**src/sv/skf_pkg.sv**
```systemverilog
`timescale 1ns / 1ps
`default_nettype none
// ----------------------------------------------------------------------------
// Scalar Kalman filter package
// Shared widths, register indexes, defaults and the control state type.
// ----------------------------------------------------------------------------
package skf_pkg;

   localparam int DATA_W          = 32;
   localparam int CSR_INDEX_W     = 1;
   localparam int DEF_FRAC_BITS   = 16;
   localparam int DEF_SAMPLE_BITS = 16;

   typedef logic [CSR_INDEX_W-1:0] csr_index_type;
   typedef logic [DATA_W-1:0]      data_type;

   localparam csr_index_type CSR_PROCESS_NOISE     = 1'd0;
   localparam csr_index_type CSR_MEASUREMENT_NOISE = 1'd1;

   typedef enum logic [2:0] {
      ST_IDLE,
      ST_PRED,
      ST_DSET,
      ST_DIV,
      ST_MSET,
      ST_MUL,
      ST_WRITE
   } state_type;

endpackage
`default_nettype wire

```
**src/sv/scalar_kalman_filter.sv**
```systemverilog
`timescale 1ns / 1ps
`default_nettype none
// ----------------------------------------------------------------------------
// Scalar Kalman filter
// One-dimensional Kalman filter on signed integer samples, Q16.16 state.
//
// Request channel: req_valid / req_stall carry one signed sample. Response
// channel: rsp_valid / rsp_stall carry one signed Q16.16 estimate per sample.
// The csr_ port writes process_noise (index 0) and measurement_noise
// (index 1), unsigned Q16.16, one write per cycle with csr_wr_en.
//
// One request at a time. The gain comes from a restoring divider that
// retires one quotient bit per cycle, and both products come from
// shift-add multipliers that take one bit of the gain or of its complement
// per cycle; a zero divisor skips the divider.
// A new request is taken in the cycle after the result is loaded into the
// response register, so a held response does not block the next request.
// If the response register is still full and stalled, write-back waits.
// Reset sets the estimate to 0, the covariance and both noises to 1.0,
// and empties the response register.
// ----------------------------------------------------------------------------
module scalar_kalman_filter #(
   parameter int FRAC_BITS   = skf_pkg::DEF_FRAC_BITS,
   parameter int SAMPLE_BITS = skf_pkg::DEF_SAMPLE_BITS
) (
   input  wire logic                          clock,
   input  wire logic                          reset,
   input  wire logic                          req_valid,
   output      logic                          req_stall,
   input  wire logic signed [SAMPLE_BITS-1:0] req_sample,
   output      logic                          rsp_valid,
   input  wire logic                          rsp_stall,
   output      logic signed [31:0]            rsp_estimate,
   input  wire logic                          csr_wr_en,
   input  wire skf_pkg::csr_index_type        csr_index,
   input  wire skf_pkg::data_type             csr_wr_data
);
   import skf_pkg::*;

   localparam int GW  = FRAC_BITS + 1;
   localparam int CW  = $clog2(GW);
   localparam int XW  = SAMPLE_BITS + FRAC_BITS;
   localparam int XEW = (XW > 32) ? XW : 33;
   localparam logic [GW-1:0] GAIN_ONE = {1'b1, {FRAC_BITS{1'b0}}};
   localparam logic [CW-1:0] LAST_STEP = CW'(GW - 1);
   localparam logic signed [XEW-1:0] X_MAX = XEW'(33'sh0_7FFF_FFFF);
   localparam logic signed [XEW-1:0] X_MIN = XEW'(33'sh1_8000_0000);

   state_type state_ff, state_in;

   data_type                 qn_ff, rn_ff;
   logic signed [31:0]       est_ff, est_in;
   data_type                 cov_ff, cov_in;
   logic signed [31:0]       x_ff, x_in;
   data_type                 p_ff, p_in;
   logic [32:0]              den_ff, den_in;
   logic [33:0]              rem_ff, rem_in;
   logic [GW-1:0]            quo_ff, quo_in;
   logic [CW-1:0]            step_ff, step_in;
   logic signed [32:0]       diff_ff, diff_in;
   logic [GW-1:0]            mg_ff, mg_in;
   logic [GW-1:0]            mo_ff, mo_in;
   logic signed [34:0]       acc_e_ff, acc_e_in;
   logic [32:0]              acc_c_ff, acc_c_in;
   logic                     rsp_valid_ff, rsp_valid_in;
   logic signed [31:0]       rsp_est_ff, rsp_est_in;

   logic signed [XW-1:0]     x_wide;
   logic signed [XEW-1:0]    x_ext;
   logic signed [31:0]       x_sat;
   logic [32:0]              p_sum;
   logic                     ge;
   logic [33:0]              rem_sub;
   logic signed [34:0]       e_sum;
   logic [32:0]              c_sum;
   logic                     rsp_free;

   assign req_stall    = (state_ff != ST_IDLE);
   assign rsp_valid    = rsp_valid_ff;
   assign rsp_estimate = rsp_est_ff;
   assign rsp_free     = !rsp_valid_ff || !rsp_stall;

   // scale the sample and clamp to the 32-bit range
   always_comb begin
      x_wide = {req_sample, {FRAC_BITS{1'b0}}};
      x_ext  = XEW'(x_wide);
      if (x_ext > X_MAX) begin
         x_sat = 32'sh7FFF_FFFF;
      end else if (x_ext < X_MIN) begin
         x_sat = $signed(32'h8000_0000);
      end else begin
         x_sat = x_ext[31:0];
      end
   end

   always_ff @(posedge clock) begin
      if (reset) begin
         state_ff <= ST_IDLE;
      end else begin
         state_ff <= state_in;
      end
   end

   always_ff @(posedge clock) begin
      if (reset) begin
         qn_ff        <= DATA_W'(GAIN_ONE);
         rn_ff        <= DATA_W'(GAIN_ONE);
         est_ff       <= '0;
         cov_ff       <= DATA_W'(GAIN_ONE);
         rsp_valid_ff <= 1'b0;
      end else begin
         if (csr_wr_en && csr_index == CSR_PROCESS_NOISE) begin
            qn_ff <= csr_wr_data;
         end
         if (csr_wr_en && csr_index == CSR_MEASUREMENT_NOISE) begin
            rn_ff <= csr_wr_data;
         end
         est_ff       <= est_in;
         cov_ff       <= cov_in;
         rsp_valid_ff <= rsp_valid_in;
      end
   end

   always_ff @(posedge clock) begin
      x_ff       <= x_in;
      p_ff       <= p_in;
      den_ff     <= den_in;
      rem_ff     <= rem_in;
      quo_ff     <= quo_in;
      step_ff    <= step_in;
      diff_ff    <= diff_in;
      mg_ff      <= mg_in;
      mo_ff      <= mo_in;
      acc_e_ff   <= acc_e_in;
      acc_c_ff   <= acc_c_in;
      rsp_est_ff <= rsp_est_in;
   end

   always_comb begin
      state_in     = state_ff;
      est_in       = est_ff;
      cov_in       = cov_ff;
      x_in         = x_ff;
      p_in         = p_ff;
      den_in       = den_ff;
      rem_in       = rem_ff;
      quo_in       = quo_ff;
      step_in      = step_ff;
      diff_in      = diff_ff;
      mg_in        = mg_ff;
      mo_in        = mo_ff;
      acc_e_in     = acc_e_ff;
      acc_c_in     = acc_c_ff;
      rsp_valid_in = rsp_valid_ff && rsp_stall;
      rsp_est_in   = rsp_est_ff;

      p_sum   = {1'b0, cov_ff} + {1'b0, qn_ff};
      ge      = (rem_ff >= {1'b0, den_ff});
      rem_sub = rem_ff - (ge ? {1'b0, den_ff} : 34'd0);
      e_sum   = acc_e_ff + (mg_ff[0] ? 35'(diff_ff) : 35'sd0);
      c_sum   = acc_c_ff + (mo_ff[0] ? {1'b0, p_ff} : 33'd0);

      unique case (state_ff)
         ST_IDLE: begin
            if (req_valid) begin
               x_in     = x_sat;
               state_in = ST_PRED;
            end
         end
         ST_PRED: begin
            // predict covariance, saturate
            p_in     = p_sum[32] ? 32'hFFFF_FFFF : p_sum[31:0];
            diff_in  = $signed({x_ff[31], x_ff}) - $signed({est_ff[31], est_ff});
            state_in = ST_DSET;
         end
         ST_DSET: begin
            den_in  = {1'b0, p_ff} + {1'b0, rn_ff};
            rem_in  = {2'b00, p_ff};
            step_in = '0;
            if (p_ff == '0 && rn_ff == '0) begin
               quo_in   = GAIN_ONE;
               state_in = ST_MSET;
            end else begin
               quo_in   = '0;
               state_in = ST_DIV;
            end
         end
         ST_DIV: begin
            // one quotient bit per cycle
            quo_in = {quo_ff[GW-2:0], ge};
            rem_in = {rem_sub[32:0], 1'b0};
            if (step_ff == LAST_STEP) begin
               state_in = ST_MSET;
            end else begin
               step_in = step_ff + 1'b1;
            end
         end
         ST_MSET: begin
            mg_in    = quo_ff;
            mo_in    = GAIN_ONE - quo_ff;
            acc_e_in = '0;
            acc_c_in = '0;
            step_in  = '0;
            state_in = ST_MUL;
         end
         ST_MUL: begin
            // one multiplier bit per cycle, drop the low bit after each add
            if (step_ff == LAST_STEP) begin
               est_in   = est_ff + e_sum[31:0];
               cov_in   = c_sum[31:0];
               state_in = ST_WRITE;
            end else begin
               acc_e_in = e_sum >>> 1;
               acc_c_in = c_sum >> 1;
               mg_in    = mg_ff >> 1;
               mo_in    = mo_ff >> 1;
               step_in  = step_ff + 1'b1;
            end
         end
         ST_WRITE: begin
            // hold until the response register frees up
            if (rsp_free) begin
               rsp_valid_in = 1'b1;
               rsp_est_in   = est_ff;
               state_in     = ST_IDLE;
            end
         end
         default: begin
            state_in = ST_IDLE;
         end
      endcase
   end

endmodule
`default_nettype wire

```
**config.mk**
```make
export PLATFORM = sky130hd
export DESIGN_NAME = scalar_kalman_filter
export DESIGN_NICKNAME = d
export VERILOG_FILES = /design/src/sv/skf_pkg.sv /design/src/sv/scalar_kalman_filter.sv
export SDC_FILE = /design/constraint.sdc
export NUM_CORES = 1
export LEC_CHECK = 0
export BUFFER_PORTS_ARGS = -buffer_cell sky130_fd_sc_hd__buf_2
export CORE_MARGIN = 10
export CORE_UTILIZATION = 56
export DETAILED_ROUTE_END_ITERATION = 8
export PLACE_DENSITY = 0.84
export SYNTH_ARGS = -nofsm -noshare
export SYNTH_HDL_FRONTEND = slang
export SYNTH_SLANG_ARGS = --single-unit
```
**constraint.sdc**
```tcl
create_clock -name clock -period 7.1 [get_ports clock]
set_input_delay 1.065 -clock clock [delete_from_list [all_inputs] [get_ports clock]]
set_output_delay 1.065 -clock clock [all_outputs]
set_load 0.01 [all_outputs]
```
==> reports/results.txt <==
Most frequent cells in the layout = nand2_1 (438), edfxtp_1 (302), a21oi_1 (269)
P_leak = 0.0130 µW
Seq/Total Area, Yosys = 0.420
Fin crit period = 6.27 ns
Clk_lat worst skew = 0.60 ns
Status = completed
Gr usage total = 0.232
Top cell type's share of synthesized area = 0.325
CTS tree = done
Worst EP arrival = 6.79 ns
Tcrit/Tclk final = 0.883
Syn Nets = 3330
Worst slew margin = 0.145
1st-iter DRT viols = 1854
Worst-path clk slew = 0.06 ns
Req. time, crit path = 7.62 ns
Clock root cell = clkbuf_16
Met3 WL = 4.06 mm
Async SR Flop Fraction = 0
Top_reg_cell synth = edfxtp_1
Fin. max-slew vios = 0
DR vias = 22900
Top Ports = 88
Post-synthesis cell type count = 79
First-pass GRT wire length = 114 mm
Hpwl dp = 51.5 mm
RSZ-0062 raised after global routing = false
Die width = 243 µm
Vias in the first global route = 22400
CP cell instances = and2_1, ha_1, inv_1, fa_1, nor2b_1, o31a_1, o21ai_0, and3b_1, o21ai_0, o21ai_0, a21oi_1, xor2_1, ha_1, a21o_1, a221o_1, a21o_1, a221o_1, a311oi_2, xnor3_1, or3_1, a21oi_1
YS warnings = 0
Largest net degree at the start of global routing = 78
Row count = 81
Num CTS Buffers = 47
Total negative slack = 0 ns
Gr ovfl total = 0
Post CTS Setup Buffer Count = 0
TritonCTS Sinks = 434
Resized Gates After CTS = 0
Initial antenna violation count = 0
Fmax = 160 MHz
#FFs+latches synth = 434
Max rail drop VDD = 0.168 mV
CP Capture Type = register
Nets = 3367
Worst stage delay on the critical path = 0.98 ns
Fin Clk Skew = 0.0306 ns
Syn Std Cell Area = 27900 µm²
RD Place Congestion = 0.932
# fillers = 4030
Drt wl/cell = 18.7 µm
Worst setup SP type = register
Mapped Cells = 3024
Syn Area/Cell = 9.22 µm²
Crit path top cell by count = o21ai_0
Hold Fails Final Rpt = 0
P per Cell Area = 216 nW/µm²
Commonest non-fill, non-tap cell in the layout = nand2_1
Vias per inst = 6.08
Worst Tran Pin Value = 1.27 ns
CP max FO = 33
IO Port Bufs = 87
Post-synth EDFFs = 302
Antenna diode count = 0
Worst path slowest cell = edfxtp_1
Final cell utilization of the core = 0.620
Share of layout cells above drive strength 1 = 0.0668
Top Metal Used = met4
Core area = 49100 µm²
Hold Crit Class = reg2reg
Initial Util = 0.569
Met2 WL = 33.6 mm
Drt pass-1 iters = 6
Residual DRC count = 0
Post-route ant nets = 0
Final setup vio count = 0
CTS H-tree lvls = 2
Layout area overhead = 9.01%
DRT met1 WL = 30.6 mm
Max cap viols = 0
Die Footprint = 59100 µm²
Max Buffers Root-to-Sink = 3
Critical Setup Path Class = reg2reg
Final WL = 70.5 mm
Hold_buf cts = 0
Top cells by area, synth = edfxtp_1 (33%), ha_1 (11%), dfxtp_1 (9.5%)
Post-synth top area cell = edfxtp_1
Die Height = 243 µm
final cells by class:
class,count,area [µm²],share of cell area
timing repair buffer,103,558,0.0184
clock buffer,61,1310,0.0432
multi-input combinational,2352,15300,0.504
clock inverter,27,204,0.00671
inverter,123,462,0.0152
tap,664,831,0.0273
sequential,434,11700,0.385
cell usage after synthesis, types with 29 or more instances:
library cell  instances
a21o_1              121
nand3_1              56
ha_1                246
nor4_1               32
clkbuf_1             97
edfxtp_1            302
nand4_1              35
and2_1              118
and3_1               35
a21oi_1             270
nand2b_1             39
a211oi_1             29
xnor2_1             103
a31oi_1              34
o21ai_0             159
nor3_1               46
nand2_1             441
o21a_1               35
inv_1               123
dfxtp_1             132
nor2_1              199
xor2_1               88
state kept, by name, summed over array words and instances (netlist names):
name / flops
acc_e_ff: 34
rem_ff: 34
den_ff: 33
diff_ff: 33
acc_c_ff: 32
cov_ff: 32
est_ff: 32
p_ff: 32
qn_ff: 32
rn_ff: 32
rsp_estimate: 32
mg_ff: 17
mo_ff: 17
quo_ff: 17
x_ff: 16
step_ff: 5
state_ff: 3
rsp_valid: 1
worst paths after layout:
kind                            cells past startpoint          to  slack (ns)       start
worst max-delay path                               21  est_ff[31]        0.83    mg_ff[0]
worst min-delay path                                2  cov_ff[24]        0.47  cov_ff[24]
worst max register to register                     21  est_ff[31]        0.83    mg_ff[0]
worst min register to register                      2  cov_ff[24]        0.47  cov_ff[24]
through the flow:
stage	cells	total power (µW)	hold WS [ns]	setup WS [ns]	instance area [µm²]
after detailed placement	3676	4160	0.459	0.966	28900
final	3764	6570	0.466	0.831	30400
after floorplan	3024	3860	0.439	1.52	27900
after CTS	3764	6580	0.467	0.893	30400
after global placement	3676	4120	0.454	1.23	28900
after global routing	3764	6850	0.486	0.425	30400
worst max-delay path: cells and delay by family, from the launching register on:
kind / cells / cell delay (ns)
xor+xnor: 2 / 0.49
simple gates: 4 / 0.96
flops: 1 / 0.98
compound gates: 11 / 2.72
fa+ha+maj: 3 / 0.95
buf+inv: 1 / 0.07
cell families after synthesis:
kind of cell	share of synthesized area
AO/OA/AOI/OAI	0.182
XOR/XNOR	0.0608
adder cells (fa/ha/maj)	0.115
buffers and inverters	0.0325
flip-flops	0.420
multiplexers	0.00301
AND/OR/NAND/NOR	0.187
power by group:
group          switching (µW)  internal, µW
clock                    1040          1380
combinational             733           459
sequential               98.4          2850
routing by layer:
metal / global-route usage / vias to the layer above
li1: - / 11100
met1: 0.299 / 10900
met2: 0.393 / 815
met3: 0.0266 / 148
met4: 0.0860 / 0
met5: 0 / -
No activity file was read; power rests on OpenSTA's default activity.
